File: config.mk
export PLATFORM = sky130hd
export DESIGN_NAME = windowed_watchdog_unit
export DESIGN_NICKNAME = d
export VERILOG_FILES = /design/src/hw/rtl/wwdt_pkg.sv /design/src/hw/rtl/wwdt_core.sv /design/src/hw/rtl/windowed_watchdog_unit.sv
export SDC_FILE = /design/constraint.sdc
export NUM_CORES = 1
export LEC_CHECK = 0
export ABC_AREA = 0
export ABC_CLOCK_PERIOD_IN_PS = 6000
export BUFFER_PORTS_ARGS = -buffer_cell sky130_fd_sc_hd__buf_2
export CAP_MARGIN = 20
export CORE_ASPECT_RATIO = 1.1
export CORE_MARGIN = 4
export CORE_UTILIZATION = 50
export CTS_CLUSTER_SIZE = 24
export DETAILED_ROUTE_END_ITERATION = 12
export PLACE_DENSITY_LB_ADDON = 0.3
export RECOVER_POWER = 100
export SYNTH_ARGS = -nofsm -noshare
export SYNTH_HDL_FRONTEND = slang
export SYNTH_SLANG_ARGS = --single-unit
File: constraint.sdc
create_clock -name clk -period 6 [get_ports clk]
set_input_delay 1.2 -clock clk [delete_from_list [all_inputs] [get_ports clk]]
set_output_delay 1.2 -clock clk [all_outputs]
set_load 0.02 [all_outputs]
File: src/hw/rtl/wwdt_pkg.sv
package wwdt_pkg;

  // item kinds
  localparam logic [1:0] REQ_READ  = 2'd0;
  localparam logic [1:0] REQ_WRITE = 2'd1;
  localparam logic [1:0] REQ_TICK  = 2'd2;

  // register byte offsets
  localparam logic [9:0] OFS_MOD  = 10'h000;
  localparam logic [9:0] OFS_TC   = 10'h004;
  localparam logic [9:0] OFS_FEED = 10'h008;
  localparam logic [9:0] OFS_TV   = 10'h00C;
  localparam logic [9:0] OFS_WARN = 10'h014;
  localparam logic [9:0] OFS_WIN  = 10'h018;

  // mode register bit positions
  localparam int unsigned MB_EN   = 0;
  localparam int unsigned MB_RST  = 1;
  localparam int unsigned MB_TOF  = 2;
  localparam int unsigned MB_INT  = 3;
  localparam int unsigned MB_PROT = 4;

  // reset causes
  localparam logic [2:0] CAUSE_NONE    = 3'd0;
  localparam logic [2:0] CAUSE_TIMEOUT = 3'd1;
  localparam logic [2:0] CAUSE_BREAK   = 3'd2;
  localparam logic [2:0] CAUSE_WINDOW  = 3'd3;
  localparam logic [2:0] CAUSE_PROT    = 3'd4;

  localparam logic [31:0] TC_FLOOR    = 32'h0000_00FF;
  localparam logic [31:0] WIN_OPEN    = 32'h00FF_FFFF;
  localparam logic [7:0]  FEED_FIRST  = 8'hAA;
  localparam logic [7:0]  FEED_SECOND = 8'h55;

  typedef struct packed {
    logic [1:0]  req_type;
    logic [9:0]  addr;
    logic [31:0] wdata;
  } wwdt_item_t;

  typedef struct packed {
    logic [31:0] rdata;
    logic        irq;
    logic        reset_request;
    logic [2:0]  reset_cause;
  } wwdt_res_t;

endpackage

File: src/hw/rtl/wwdt_core.sv
module wwdt_core import wwdt_pkg::*; #(
  parameter int ADDR_SPAN = 1024
) (
  input  logic       clk,
  input  logic       rst_n,
  input  logic       fire,
  input  wwdt_item_t item,
  output wwdt_res_t  res
);

  logic [4:0]  mode_r, mode_nxt;
  logic [31:0] tc_r, tc_nxt;
  logic [31:0] cnt_r, cnt_nxt;
  logic [9:0]  warn_r, warn_nxt;
  logic [31:0] win_r, win_nxt;
  logic        half_r, half_nxt;
  logic        fed_r, fed_nxt;
  logic        cnt_on_r, cnt_on_nxt;
  logic        armed_r, armed_nxt;

  logic [31:0] tv;
  logic [31:0] warn_ext;
  logic [31:0] cnt_dec;
  logic        in_span;
  logic        brk;
  logic [2:0]  cause;
  logic [31:0] rdata;

  assign tv       = cnt_on_r ? cnt_r : tc_r;
  assign warn_ext = {22'd0, warn_r};
  assign cnt_dec  = (cnt_r != 32'd0) ? cnt_r - 32'd1 : 32'd0;
  assign in_span  = 32'(item.addr) < 32'(ADDR_SPAN);

  always_comb begin
    mode_nxt   = mode_r;
    tc_nxt     = tc_r;
    cnt_nxt    = cnt_r;
    warn_nxt   = warn_r;
    win_nxt    = win_r;
    half_nxt   = half_r;
    fed_nxt    = fed_r;
    cnt_on_nxt = cnt_on_r;
    armed_nxt  = armed_r;
    cause      = CAUSE_NONE;
    rdata      = 32'd0;
    brk        = 1'b0;

    if (item.req_type == REQ_TICK) begin
      if (cnt_on_r) begin
        cnt_nxt = cnt_dec;
        if (armed_r && cnt_dec == warn_ext) begin
          mode_nxt[MB_INT] = 1'b1;
          armed_nxt        = 1'b0;
        end
        if (cnt_dec == 32'd0) begin
          mode_nxt[MB_TOF] = 1'b1;
          cnt_on_nxt       = 1'b0;
          if (mode_r[MB_RST]) begin
            cause = CAUSE_TIMEOUT;
          end else if (mode_r[MB_EN]) begin
            cnt_nxt    = tc_r;
            cnt_on_nxt = 1'b1;
            armed_nxt  = (warn_r != 10'd0) && (warn_ext < tc_r);
          end else begin
            armed_nxt = 1'b0;
          end
        end
      end
    end else if ((item.req_type == REQ_READ || item.req_type == REQ_WRITE) && in_span) begin
      // an open feed sequence is broken by any in-span access but a write of the second feed byte
      brk = half_r && !(item.req_type == REQ_WRITE && item.addr == OFS_FEED &&
                        item.wdata[7:0] == FEED_SECOND);
      if (brk) begin
        half_nxt = 1'b0;
        if (mode_r[MB_EN] && fed_r) begin
          mode_nxt[MB_TOF] = 1'b1;
          cause            = CAUSE_BREAK;
        end
      end

      if (item.req_type == REQ_READ) begin
        case (item.addr)
          OFS_MOD:  rdata = {27'd0, mode_nxt};
          OFS_TC:   rdata = tc_r;
          OFS_TV:   rdata = tv;
          OFS_WARN: rdata = warn_ext;
          OFS_WIN:  rdata = win_r;
          default:  rdata = 32'd0;
        endcase
      end else if (cause == CAUSE_NONE) begin
        case (item.addr)
          OFS_MOD: begin
            mode_nxt[MB_EN]   = mode_r[MB_EN] | item.wdata[MB_EN];
            mode_nxt[MB_RST]  = mode_r[MB_RST] | item.wdata[MB_RST];
            mode_nxt[MB_PROT] = mode_r[MB_PROT] | item.wdata[MB_PROT];
            if (!item.wdata[MB_TOF]) begin
              mode_nxt[MB_TOF] = 1'b0;
            end
            if (item.wdata[MB_INT]) begin
              mode_nxt[MB_INT] = 1'b0;
            end
          end
          OFS_TC: begin
            if (mode_r[MB_PROT] && (tv >= warn_ext || tv >= win_r)) begin
              cause = CAUSE_PROT;
            end else begin
              tc_nxt = (item.wdata < TC_FLOOR) ? TC_FLOOR : item.wdata;
            end
          end
          OFS_FEED: begin
            if (half_nxt && item.wdata[7:0] == FEED_SECOND) begin
              half_nxt = 1'b0;
              if (mode_r[MB_EN]) begin
                if (fed_r && win_r < WIN_OPEN && tv > win_r) begin
                  cause = CAUSE_WINDOW;
                end else begin
                  fed_nxt    = 1'b1;
                  cnt_nxt    = tc_r;
                  cnt_on_nxt = 1'b1;
                  armed_nxt  = (warn_r != 10'd0) && (warn_ext < tc_r);
                end
              end
            end else if (item.wdata[7:0] == FEED_FIRST) begin
              half_nxt = 1'b1;
            end
          end
          OFS_WARN: warn_nxt = item.wdata[9:0];
          OFS_WIN:  win_nxt  = item.wdata;
          default: ;
        endcase
      end
    end

    if (cause != CAUSE_NONE) begin
      mode_nxt   = 5'd0;
      tc_nxt     = TC_FLOOR;
      cnt_nxt    = 32'd0;
      warn_nxt   = 10'd0;
      win_nxt    = WIN_OPEN;
      half_nxt   = 1'b0;
      fed_nxt    = 1'b0;
      cnt_on_nxt = 1'b0;
      armed_nxt  = 1'b0;
    end

    res.rdata         = rdata;
    res.irq           = mode_nxt[MB_INT] | (mode_nxt[MB_TOF] & ~mode_nxt[MB_RST]);
    res.reset_request = (cause != CAUSE_NONE);
    res.reset_cause   = cause;
  end

  always_ff @(posedge clk) begin
    if (!rst_n) begin
      mode_r   <= 5'd0;
      tc_r     <= TC_FLOOR;
      cnt_r    <= 32'd0;
      warn_r   <= 10'd0;
      win_r    <= WIN_OPEN;
      half_r   <= 1'b0;
      fed_r    <= 1'b0;
      cnt_on_r <= 1'b0;
      armed_r  <= 1'b0;
    end else if (fire) begin
      mode_r   <= mode_nxt;
      tc_r     <= tc_nxt;
      cnt_r    <= cnt_nxt;
      warn_r   <= warn_nxt;
      win_r    <= win_nxt;
      half_r   <= half_nxt;
      fed_r    <= fed_nxt;
      cnt_on_r <= cnt_on_nxt;
      armed_r  <= armed_nxt;
    end
  end

`ifndef NO_ASSERTIONS
  a_count_needs_en: assert property (@(posedge clk) disable iff (!rst_n)
    cnt_on_r |-> mode_r[MB_EN])
    else $error("counter running with enable clear");

  a_armed_needs_count: assert property (@(posedge clk) disable iff (!rst_n)
    armed_r |-> cnt_on_r)
    else $error("warning armed while counter stopped");

  a_tc_floor: assert property (@(posedge clk) disable iff (!rst_n)
    tc_r >= TC_FLOOR)
    else $error("timeout constant below floor");

  a_reset_clears: assert property (@(posedge clk) disable iff (!rst_n)
    fire && res.reset_request |=> mode_r == 5'd0 && !fed_r && !half_r)
    else $error("state not cleared after reset request");
`endif

endmodule

File: src/hw/rtl/windowed_watchdog_unit.sv
// chan | dir | ports                                                  | handshake
// in   | in  | in_req_type, in_addr, in_wdata                         | in_valid / in_stall
// out  | out | out_rdata, out_irq, out_reset_request, out_reset_cause | out_valid / out_stall
//
// One transaction per cycle while out_stall is low, through the input and result registers.
// The state update and the result are one pass of logic behind the input register.
// rst_n is synchronous; it clears the watchdog state and both pipeline valids.
// in_stall rises only when the input register is full and the result register cannot drain.
module windowed_watchdog_unit import wwdt_pkg::*; #(
  parameter int ADDR_SPAN = 1024
) (
  input  logic        clk,
  input  logic        rst_n,
  input  logic        in_valid,
  output logic        in_stall,
  input  logic [1:0]  in_req_type,
  input  logic [9:0]  in_addr,
  input  logic [31:0] in_wdata,
  output logic        out_valid,
  input  logic        out_stall,
  output logic [31:0] out_rdata,
  output logic        out_irq,
  output logic        out_reset_request,
  output logic [2:0]  out_reset_cause
);

  logic       s1_valid_r, s1_valid_nxt;
  wwdt_item_t s1_item_r;
  logic       out_valid_r, out_valid_nxt;
  wwdt_res_t  out_res_r;
  wwdt_res_t  res;
  logic       out_free;
  logic       fire;
  logic       in_take;

  assign out_free = !out_valid_r || !out_stall;
  assign fire     = s1_valid_r && out_free;
  assign in_stall = s1_valid_r && !out_free;
  assign in_take  = in_valid && !in_stall;

  assign s1_valid_nxt  = in_take ? 1'b1 : (fire ? 1'b0 : s1_valid_r);
  assign out_valid_nxt = fire ? 1'b1 : (out_free ? 1'b0 : out_valid_r);

  wwdt_core #(
    .ADDR_SPAN(ADDR_SPAN)
  ) u_core (
    .clk  (clk),
    .rst_n(rst_n),
    .fire (fire),
    .item (s1_item_r),
    .res  (res)
  );

  always_ff @(posedge clk) begin
    if (!rst_n) begin
      s1_valid_r  <= 1'b0;
      out_valid_r <= 1'b0;
    end else begin
      s1_valid_r  <= s1_valid_nxt;
      out_valid_r <= out_valid_nxt;
    end
  end

  always_ff @(posedge clk) begin
    if (in_take) begin
      s1_item_r.req_type <= in_req_type;
      s1_item_r.addr     <= in_addr;
      s1_item_r.wdata    <= in_wdata;
    end
    if (fire) begin
      out_res_r <= res;
    end
  end

  assign out_valid         = out_valid_r;
  assign out_rdata         = out_res_r.rdata;
  assign out_irq           = out_res_r.irq;
  assign out_reset_request = out_res_r.reset_request;
  assign out_reset_cause   = out_res_r.reset_cause;

`ifndef NO_ASSERTIONS
  a_no_loss: assert property (@(posedge clk) disable iff (!rst_n)
    s1_valid_r && !fire |=> s1_valid_r)
    else $error("held transaction dropped from input register");

  a_result_holds: assert property (@(posedge clk) disable iff (!rst_n)
    out_valid_r && out_stall |=> out_valid_r && $stable(out_res_r))
    else $error("stalled result changed");

  a_stall_needs_full: assert property (@(posedge clk) disable iff (!rst_n)
    in_stall |-> s1_valid_r)
    else $error("input stalled with empty input register");
`endif

endmodule
==> flow_metrics.py, run 1 <==
metrics = {
    "cts": {
        "root_buffer": "clkbuf_16",
        "cts_post_setup_buffers_inserted": 0,
        "insertion_delay_ns": 0.45,
        "cts_tree": "yes",
        "clkSinkCount": 198,
        "cts-buffers-inserted": 17,
        "clock_path_buffers": 2,
        "path_clk_slew_ns": 0.08,
        "postCtsHoldBufs": 0,
        "cts_resized": 0,
        "cts_htree_levels": 4,
    },
    "cells_and_area": {
        "nets": 1345,
        "drive_above_1_share_pct": 10.33,
        "final_cell_mix": "dfxtp_1 (116), nor2_1 (113), nand2_1 (97)",
        "fin_area_sq_um": 12160,
        "n_antenna_cell": 0,
        "nFillCells": 1985,
        "instances_no_fill": 1548,
        "final_util_pct": 56.34,
        "areaGrowthSynthToFinish_pct": 9.746,
        "final_common_cell": "dfxtp_1",
    },
    "placed_design": {
        "place_hpwl_mm": 25.84,
        "place_inst": 1515,
        "pre_cts_ws_ns": 1.194,
        "finalWeightedCongestion": 1.004,
        "port-buffer-count": 86,
        "place_area_sq_um": 11650,
    },
    "run": {
        "cap_violations": 2,
    },
    "outcome": {
        "violations": "capacitance limit, slew limit",
        "outcome": "finished, violations left",
    },
    "timing": {
        "holdWs_ns": 0.4923,
        "fin_ws_ns": 0.9737,
        "slew_headroom_pct": -91.47,
        "rsz0062_at_grt": "false",
        "fmax_mhz": 199.0,
        "fin_setup_tns_ns": 0,
        "finalSetupViolations": 0,
        "drv_slew": 84,
        "worst_pin_slew_ns": 2.872,
        "period_share_pct": 83.77,
        "clock_skew_ns": 0.01231,
        "period_minus_slack_ns": 5.026,
        "finalHoldViolCount": 0,
    },
    "critical_path": {
        "crit_path_end_kind": "flop",
        "critPathRequiredTime_ns": 6.34,
        "worstPathArrival_ns": 5.36,
        "worstSetupPathType": "flop to flop",
        "rrSetupSlack_ns": 0.97,
        "critPathMaxFanout": 51,
        "critPathLaunchType": "flop",
    },
    "die": {
        "dieArea_sq_um": 24610,
        "die_y_microns": 164.1,
        "coreArea_sq_um": 21580,
        "rows": 56,
        "die_x_microns": 149.9,
        "ios": 87,
        "initial_core_util_pct": 51.34,
    },
    "routing": {
        "routed_via_density": 6.568,
        "dr.first_iter.drc_count": 1312,
        "num_vias": 10170,
        "routed_wl_mm": 35.03,
        "final_antenna_net_count": 0,
        "drc_errors": 0,
        "first_pass_iters": 6,
        "wl_per_cell_microns": 22.63,
    },
    "synthesis": {
        "synth_flop_cell": "dfxtp_1",
        "synth_edf_count": 81,
        "syn-mean-instance-area_sq_um": 9.241,
        "synth_cell_types": 86,
        "yosys_warnings": 0,
        "syn_inst": 1199,
        "syn_area_sq_um": 11080,
        "synthArstFlopShare_pct": 0,
        "synth-seq-cells": 198,
        "syn-num-nets": 1299,
        "yosysSeqAreaShare_pct": 43.09,
    },
    "power": {
        "p_leak_nw": 4.861,
        "p_total_mw": 2.727,
        "irDropWorstVdd_v": 0.0001786,
        "p_per_area_nw_per_um2": 224.3,
    },
    "global_route": {
        "gr-total-overflow": 0,
        "grtUsageTotal_pct": 28.81,
        "grt_pass1_wl_mm": 55.16,
        "antenna_found_initial": 0,
        "grt_max_degree": 52,
        "grt_pass1_vias": 9541,
    },
    "worst_hold_path": {
        "min_path_type": "flop to flop",
    },
}
routing by layer:
metal	global-route usage (%)	wire, microns	up-vias	share of wire, %
li1	-	-	4626	-
met1	40.51	14540	4790	42
met2	42.53	14960	650	43
met3	6.678	4006	102	11
met4	12.35	1516	0	4.3
met5	0	0	-	0
sequential cells by signal, indices dropped and copies added, names as in the netlist, 3 cells and up:
register / count
out_rdata: 32
u_core.tc_r: 32
u_core.cnt_r: 32
u_core.mode_r: 5
s1_item_r: 44
u_core.warn_r: 10
u_core.win_r: 32
out_reset_cause: 3
critical path: stages, from the launching register on:
cell	delay [ns]
dfxtp_2	1.05
mux2i_1	0.39
inv_1	0.08
ha_1	0.30
nand4_1	0.17
or4_1	0.59
a31oi_1	0.26
o2111ai_1	0.23
o211ai_1	0.25
or3_1	0.72
clkbuf_1	0.47
a211oi_1	0.09
a221o_1	0.28
final cells by class:
| type | instances | area, sq um | share of cell area, % |
|---|---|---|---|
| inverters | 68 | 255.2 | 2.099 |
| repair buffers | 97 | 446.7 | 3.674 |
| well taps | 290 | 362.8 | 2.984 |
| multi-input cells | 863 | 5717 | 47.02 |
| clock buffers | 18 | 429.2 | 3.530 |
| clock inverters | 14 | 172.7 | 1.420 |
| flip-flops and latches | 198 | 4776 | 39.28 |
synthesized netlist by cell type (12+ instances only):
| cell type | instances | area share (%) |
|---|---|---|
| ha_1 | 52 | 5.9 |
| a222oi_1 | 12 | 1.1 |
| buf_2 | 15 | 0.68 |
| nor2_1 | 112 | 3.8 |
| dfxtp_1 | 117 | 21 |
| xnor2_1 | 12 | 0.95 |
| o21ai_0 | 53 | 2.4 |
| nand3_1 | 24 | 1.1 |
| edfxtp_1 | 81 | 22 |
| mux2_2 | 14 | 1.4 |
| or3_1 | 14 | 0.79 |
| a21oi_1 | 84 | 3.8 |
| mux2i_1 | 16 | 1.4 |
| clkbuf_1 | 42 | 1.4 |
| a22o_1 | 37 | 2.9 |
| nor4_1 | 37 | 2.1 |
| nand4_1 | 29 | 1.6 |
| inv_1 | 67 | 2.3 |
| nand2_1 | 97 | 3.3 |
| a31oi_1 | 16 | 0.90 |
| nor3_1 | 44 | 2.0 |
| a22oi_1 | 18 | 1.2 |
path summary, 6_finish.rpt:
path / start / endpoint / cells past startpoint
setup / recovery: u_core.cnt_on_r / u_core.cnt_r[29] / 12
hold / removal: u_core.mode_r[2] / u_core.mode_r[2] / 2
setup reg to reg: u_core.cnt_on_r / u_core.cnt_r[29] / 12
hold reg to reg: u_core.mode_r[2] / u_core.mode_r[2] / 2
power breakdown:
part / total, mW / switching [mW] / internal (mW) / leakage [nW]
Combinational: 0.108 / 0.0796 / 0.0289 / 2.86
Clock: 1.16 / 0.595 / 0.568 / 0.291
Sequential: 1.46 / 0.0245 / 1.43 / 1.71
cells by family after synthesis:
group	count (synthesis)	share of synthesized area, %
AOI/OAI and AO/OA	329	21.38
xor gates and xnor gates	18	1.423
adders and majority gates	52	5.872
buffers and inverters	138	5.229
DFF	198	43.09
muxes	30	2.868
and+or+nand+nor	434	20.14
Note: power is estimated with default switching activity, not from simulation.
==> inputs of run 2 (changes only) <==
--- a/config.mk
+++ b/config.mk
@@ -5,8 +5,8 @@
 export SDC_FILE = /design/constraint.sdc
 export NUM_CORES = 1
 export LEC_CHECK = 0
-export ABC_AREA = 0
-export ABC_CLOCK_PERIOD_IN_PS = 6000
+export ABC_AREA = 1
+export ABC_CLOCK_PERIOD_IN_PS = 5130
 export BUFFER_PORTS_ARGS = -buffer_cell sky130_fd_sc_hd__buf_2
 export CAP_MARGIN = 20
 export CORE_ASPECT_RATIO = 1.1
==> constraint.sdc (replaced) <==
create_clock -name clk -period 5.13 [get_ports clk]
set_input_delay 1.026 -clock clk [delete_from_list [all_inputs] [get_ports clk]]
set_output_delay 1.026 -clock clk [all_outputs]
set_load 0.02 [all_outputs]
==> run 2 against run 1 <==
  * The flow still finishes with violations (capacitance limit, slew limit)
  * Worst setup slack lost 0.51 ns
  * Core utilization shrank 0.43 points
  * Via count grew 26%
  * Die area grew 14%
  * Highest routed layer unchanged
  * Clock power grew 21%
  * Largest cell class unchanged
  * Clock skew grew 0.00066 ns
==> flow_metrics.py, run 2 <==
metrics = {
    "synthesis": {
        "syn-mean-instance-area_sq_um": 6.782,
        "yosys.area.top_type_share_pct": 19.21,
        "syn_area_sq_um": 12660,
        "syn-num-nets": 1967,
        "synthArstFlopShare_pct": 0,
        "synth_area_leaders": "edfxtp_1 (19%), dfxtp_1 (18%), nand2_1 (14%)",
        "muxShareOfSynthArea_pct": 0,
        "synth-seq-cells": 198,
        "synth_flop_cell": "dfxtp_1",
        "synth_cell_types": 50,
        "yosys.area.top_type": "edfxtp_1",
        "synth_edf_count": 81,
        "synth_most_common_cell": "nand2_1",
        "synth.top_cells.by_count": "nand2_1 (489), nor2_1 (270), nand3_1 (218)",
        "yosysSeqAreaShare_pct": 37.71,
        "yosys_warnings": 0,
        "synth-adder-area-share_pct": 5.138,
        "synth_top_family_by_area": "simple AND/OR/NAND/NOR gates",
        "synth_compound_area_share_pct": 10.30,
        "syn_inst": 1867,
        "synth-xor-area-share_pct": 0.8300,
        "synth-simple-area-share_pct": 36.19,
    },
    "critical_path": {
        "critPathRequiredTime_ns": 5.49,
        "critPathMaxStageDelay_ns": 0.87,
        "rr_startpoint": "u_core.cnt_on_r",
        "worstSetupPathType": "flop to flop",
        "critPathLaunchType": "flop",
        "cp-startpoint": "u_core.cnt_on_r",
        "worstPathArrival_ns": 5.02,
        "crit_path_end_kind": "flop",
        "cp_common_cell": "nand2_1",
        "critPathMaxFanout": 46,
        "cp_cell_sequence": "buf_4 > nand2_1 > o21ai_0 > inv_1 > ha_1 > nand2_1 > nor2_1 > nand2_1 > nor2_1 > nand2_1 > nand2_1 > nand3_1 > nand2_1 > inv_1 > nand2_1 > inv_2 > nand3_4 > nand2_4 > nand2_1 > clkbuf_2 > o21ai_0 > nand3_1",
        "crit_slowest_cell": "dfxtp_2",
    },
    "cts": {
        "clock_path_buffers": 2,
        "cts_post_setup_buffers_inserted": 0,
        "insertion_delay_ns": 0.45,
        "root_buffer": "clkbuf_16",
        "postCtsHoldBufs": 0,
        "cts_tree": "yes",
        "clkSinkCount": 198,
        "cts-buffers-inserted": 17,
        "cts_htree_levels": 4,
        "path_clk_slew_ns": 0.08,
        "cts_resized": 0,
    },
    "cells_and_area": {
        "regMostFlops": "s1_item_r",
        "final_common_cell": "nand2_1",
        "n_antenna_cell": 0,
        "final_cell_mix": "nand2_1 (489), nor2_1 (268), nand3_1 (218)",
        "nets": 2012,
        "multi_input_area_sq_um": 6656,
        "largest_register_ff_count": 44,
        "regArea_sq_um": 4776,
        "areaGrowthSynthToFinish_pct": 9.071,
        "drive_above_1_share_pct": 6.597,
        "fin_area_sq_um": 13810,
        "nFillCells": 2481,
    },
    "worst_hold_path": {
        "min_path_type": "flop to flop",
        "worstHoldStart": "u_core.win_r[11]",
    },
    "die": {
        "initial_core_util_pct": 51.27,
        "rows": 60,
        "die_x_microns": 159.7,
        "die_y_microns": 174.9,
        "dieArea_sq_um": 27940,
        "ios": 87,
        "coreArea_sq_um": 24700,
    },
    "routing": {
        "drc_errors": 0,
        "routed_via_density": 5.732,
        "dr.first_iter.drc_count": 1338,
        "routed_wl_mm": 40.89,
        "num_vias": 12810,
        "final_antenna_net_count": 0,
        "wl_per_cell_microns": 18.29,
        "first_pass_iters": 5,
    },
    "timing": {
        "slew_headroom_pct": -44.63,
        "finalHoldViolCount": 0,
        "finalSetupViolations": 0,
        "period_minus_slack_ns": 4.668,
        "rsz0062_at_grt": "false",
        "fin_setup_tns_ns": 0,
        "fmax_mhz": 214.2,
        "worst_pin_slew_ns": 2.169,
        "fin_ws_ns": 0.4624,
        "holdWs_ns": 0.4633,
        "drv_slew": 122,
        "period_share_pct": 90.99,
        "clock_skew_ns": 0.01297,
    },
    "outcome": {
        "outcome": "finished, violations left",
        "violations": "capacitance limit, slew limit",
    },
    "placed_design": {
        "place_area_sq_um": 13280,
        "pre_cts_ws_ns": 0.7006,
        "finalWeightedCongestion": 0.9485,
        "place_hpwl_mm": 30.71,
        "port-buffer-count": 86,
    },
    "global_route": {
        "met3_usage_pct": 4.246,
        "met1_usage_pct": 40.42,
        "antenna_found_initial": 0,
        "grt_max_degree": 66,
        "grt_use_met2_pct": 44.82,
        "busiest_layer": "met2",
        "grt_pass1_vias": 11600,
        "grtUsageTotal_pct": 28.42,
        "gr-total-overflow": 0,
        "grt_pass1_wl_mm": 63.56,
    },
    "power": {
        "irDropWorstVdd_v": 0.0002023,
        "p_per_area_nw_per_um2": 261.6,
        "p_leak_nw": 7.007,
    },
    "run": {
        "cap_violations": 3,
    },
}
[run 2: cell types whose count changed after synthesis, moves of 18 or more]
cell,before,now
buf_2,15,33
a22oi_1,18,0
nor2_1,112,270
a22o_1,37,0
nor3_1,44,19
inv_1,67,216
nand2_1,97,489
nand3_1,24,218
nor4_1,37,16
o21ai_0,53,84
[run 2: critical path: cells and delay by family (launching register included)]
kind	cells	cell delay, ns
buffers and inverters	5	1.15
adders and majority gates	1	0.30
AOI/OAI and AO/OA	2	0.42
and+or+nand+nor	14	1.80
DFF	1	0.87
[run 2: per-stage QoR]
step | cells | util (%) | power, mW
after detailed placement | 2202 | 53.76 | 2.247
after global placement | 2202 | 53.76 | 2.241
after floorplan | 1867 | - | 2.112
final | 2235 | 55.92 | 3.613
after CTS | 2234 | 56.20 | 3.625
after global routing | 2235 | 55.92 | 3.754
[run 2: metal layers]
metal | vias to the layer above | routed length (microns)
met1 | 5963 | 18040
li1 | 6229 | -
met2 | 560 | 18330
met5 | - | 0
met3 | 58 | 3519
met4 | 0 | 1000
[run 2: cell type report]
cell class,count,share of cell area (%)
Timing Repair Buffer,110,3.968
Clock buffer,18,3.107
Tap cell,310,2.808
Inverter,224,6.088
Multi-Input combinational cell,1361,48.20
Clock inverter,14,1.250
Sequential cell,198,34.58
[run 2: final timing paths]
path | endpoint | slack [ns] | cells after the start
setup / recovery | u_core.tc_r[5] | 0.46 | 22
hold / removal | u_core.win_r[11] | 0.46 | 2
setup reg to reg | u_core.tc_r[5] | 0.46 | 22
hold reg to reg | u_core.win_r[11] | 0.46 | 2
[run 2: report_power, final]
group          internal (mW)  switching, mW  leakage (nW)
clock                  0.667          0.729         0.291
combinational          0.154          0.365          4.99
sequential              1.68         0.0216          1.73
total                   2.50           1.12          7.01
[run 2: logic make-up after synthesis]
| group | count (synthesis) |
|---|---|
| adder cells (fa/ha/maj) | 52 |
| flip-flops | 198 |
| AO/OA/AOI/OAI | 226 |
| AND/OR/NAND/NOR | 1071 |
| XOR/XNOR | 12 |
| buffers and inverters | 308 |
==> inputs of run 3 (changes only) <==
--- a/config.mk
+++ b/config.mk
@@ -7,13 +7,13 @@
 export LEC_CHECK = 0
 export ABC_AREA = 1
 export ABC_CLOCK_PERIOD_IN_PS = 5130
-export BUFFER_PORTS_ARGS = -buffer_cell sky130_fd_sc_hd__buf_2
 export CAP_MARGIN = 20
 export CORE_ASPECT_RATIO = 1.1
 export CORE_MARGIN = 4
 export CORE_UTILIZATION = 50
 export CTS_CLUSTER_SIZE = 24
 export DETAILED_ROUTE_END_ITERATION = 12
+export DONT_BUFFER_PORTS = 1
 export PLACE_DENSITY_LB_ADDON = 0.3
 export RECOVER_POWER = 100
 export SYNTH_ARGS = -nofsm -noshare
==> run 3 against run 2 <==
  * The run still ends with capacitance limit, slew limit left
  * Worst setup slack gained 0.093 ns
  * Via count shrank 4.4%
  * Hold slack gained 0.0022 ns
  * Clock-buffer cell count is the same
  * Non-clock buffer count shrank 91
  * Register-to-register slack gained 0.09 ns
  * First-iteration DRC count shrank 4.9%
  * Maximum frequency grew 2.0%
==> flow_metrics.py, run 3 (same netlist as run 2, synthesis figures left out) <==
metrics = {
    "worst_hold_path": {
        "hold_path_depth": 2,
        "min_path_type": "flop to flop",
    },
    "die": {
        "initial_core_util_pct": 51.27,
        "coreArea_sq_um": 24700,
        "ios": 87,
        "rows": 60,
        "dieArea_sq_um": 27940,
        "die_y_microns": 174.9,
        "die_x_microns": 159.7,
    },
    "power": {
        "irDropWorstVdd_v": 0.0002309,
        "switching_share_pct": 29.89,
        "p_per_area_nw_per_um2": 263.2,
        "p_total_mw": 3.521,
        "p_seq_share_pct": 48.8,
        "p_int_mw": 2.468,
        "clkPwrFrac_pct": 38.2,
        "p_leak_nw": 6.752,
        "netSwitchingPower_mw": 1.052,
        "pwr-share-comb_pct": 13.0,
    },
    "critical_path": {
        "worstPathArrival_ns": 4.91,
        "rr_worst_depth": 22,
        "critPathLaunchType": "flop",
        "critPathMaxStageDelay_ns": 0.74,
        "critPathMaxFanout": 41,
        "worstSetupPathType": "flop to flop",
        "critPathRequiredTime_ns": 5.46,
        "cp_cell_sequence": "nand2_1 > o21ai_0 > inv_1 > ha_1 > nand2_1 > nor2_1 > nand2_1 > nor2_1 > nand2_1 > nand2_1 > nor2_1 > nand3_1 > nand2_1 > inv_1 > nand2_1 > inv_2 > nand3_4 > nand2_4 > nand2_2 > clkbuf_2 > o21ai_0 > nor2_1",
        "crit_path_end_kind": "flop",
        "crit_slowest_cell": "dfxtp_2",
        "cp_common_cell": "nand2_1",
    },
    "cts": {
        "clock_path_buffers": 2,
        "cts_resized": 0,
        "cts-buffers-inserted": 17,
        "postCtsHoldBufs": 0,
        "clkSinkCount": 198,
        "cts_post_setup_buffers_inserted": 0,
        "path_clk_slew_ns": 0.08,
        "cts_tree": "yes",
        "root_buffer": "clkbuf_16",
        "cts_htree_levels": 4,
        "insertion_delay_ns": 0.44,
    },
    "timing": {
        "drv_slew": 96,
        "period_minus_slack_ns": 4.575,
        "fin_ws_ns": 0.5554,
        "fmax_mhz": 218.6,
        "period_share_pct": 89.17,
        "holdWs_ns": 0.4655,
        "rsz0062_at_grt": "false",
        "fin_setup_tns_ns": 0,
        "slew_headroom_pct": -36.02,
        "worst_pin_slew_ns": 2.040,
        "finalSetupViolations": 0,
        "finalHoldViolCount": 0,
        "clock_skew_ns": 0.01154,
    },
    "cells_and_area": {
        "n_antenna_cell": 0,
        "final_common_cell": "nand2_1",
        "nFillCells": 2411,
        "regMostFlops": "s1_item_r",
        "largest_register_ff_count": 44,
        "final_cell_mix": "nand2_1 (488), nor2_1 (269), nand3_1 (218)",
        "fin_area_sq_um": 13380,
        "nets": 1921,
        "final_util_pct": 54.16,
        "areaGrowthSynthToFinish_pct": 5.642,
        "drive_above_1_share_pct": 4.198,
        "instances_no_fill": 2144,
    },
    "routing": {
        "routed_wl_mm": 40.03,
        "num_vias": 12250,
        "drc_errors": 0,
        "first_pass_iters": 5,
        "routed_via_density": 5.715,
        "wl_per_cell_microns": 18.67,
        "final_antenna_net_count": 0,
        "dr.first_iter.drc_count": 1273,
    },
    "placed_design": {
        "place_inst": 2111,
        "finalWeightedCongestion": 1.006,
        "pre_cts_ws_ns": 0.7076,
        "place_hpwl_mm": 30.04,
        "port-buffer-count": 0,
        "place_area_sq_um": 12810,
    },
    "outcome": {
        "violations": "capacitance limit, slew limit",
        "outcome": "finished, violations left",
    },
    "global_route": {
        "grtUsageTotal_pct": 28.15,
        "grt_max_degree": 105,
        "grt_pass1_wl_mm": 62.71,
        "antenna_found_initial": 0,
        "grt_pass1_vias": 11290,
        "gr-total-overflow": 0,
    },
    "run": {
        "cap_violations": 3,
    },
}
-- run 3: critical path, delay by kind of cell (launching register included) --
family	cells	cell delay, ns
adders and majority gates	1	0.29
AOI/OAI and AO/OA	2	0.60
and+or+nand+nor	15	2.07
buffers and inverters	4	0.74
DFF	1	0.74
-- run 3: area by class of cell --
cell class | count | area [sq um] | area share, %
clock inverters | 14 | 156.4 | 1.169
clock buffers | 18 | 429.2 | 3.208
inverters | 224 | 840.8 | 6.286
well taps | 310 | 387.9 | 2.900
repair buffers | 19 | 135.1 | 1.010
multi-input cells | 1361 | 6651 | 49.72
flip-flops and latches | 198 | 4776 | 35.70
-- run 3: path summary, 6_finish.rpt --
kind                         start          endpoint  slack [ns]
setup / recovery   u_core.cnt_on_r   u_core.tc_r[13]        0.56
hold / removal    u_core.win_r[11]  u_core.win_r[11]        0.47
setup reg to reg   u_core.cnt_on_r   u_core.tc_r[13]        0.56
hold reg to reg   u_core.win_r[11]  u_core.win_r[11]        0.47
-- run 3: power by group through the flow --
stage	clock network, mW	registers, mW	logic (mW)
floorplan	0	1.74	0.369
global placement	0	1.75	0.448
detailed placement	0	1.75	0.452
CTS	1.37	1.72	0.454
global route	1.43	1.72	0.518
finish	1.35	1.72	0.458
-- run 3: per-layer routing --
metal | part of all wire (%) | up-vias | track usage, %
li1 | - | 6038 | -
met1 | 44 | 5585 | 38.82
met2 | 45 | 544 | 45.30
met3 | 8.1 | 85 | 3.987
met4 | 3.4 | 0 | 10.16
met5 | 0 | - | 0
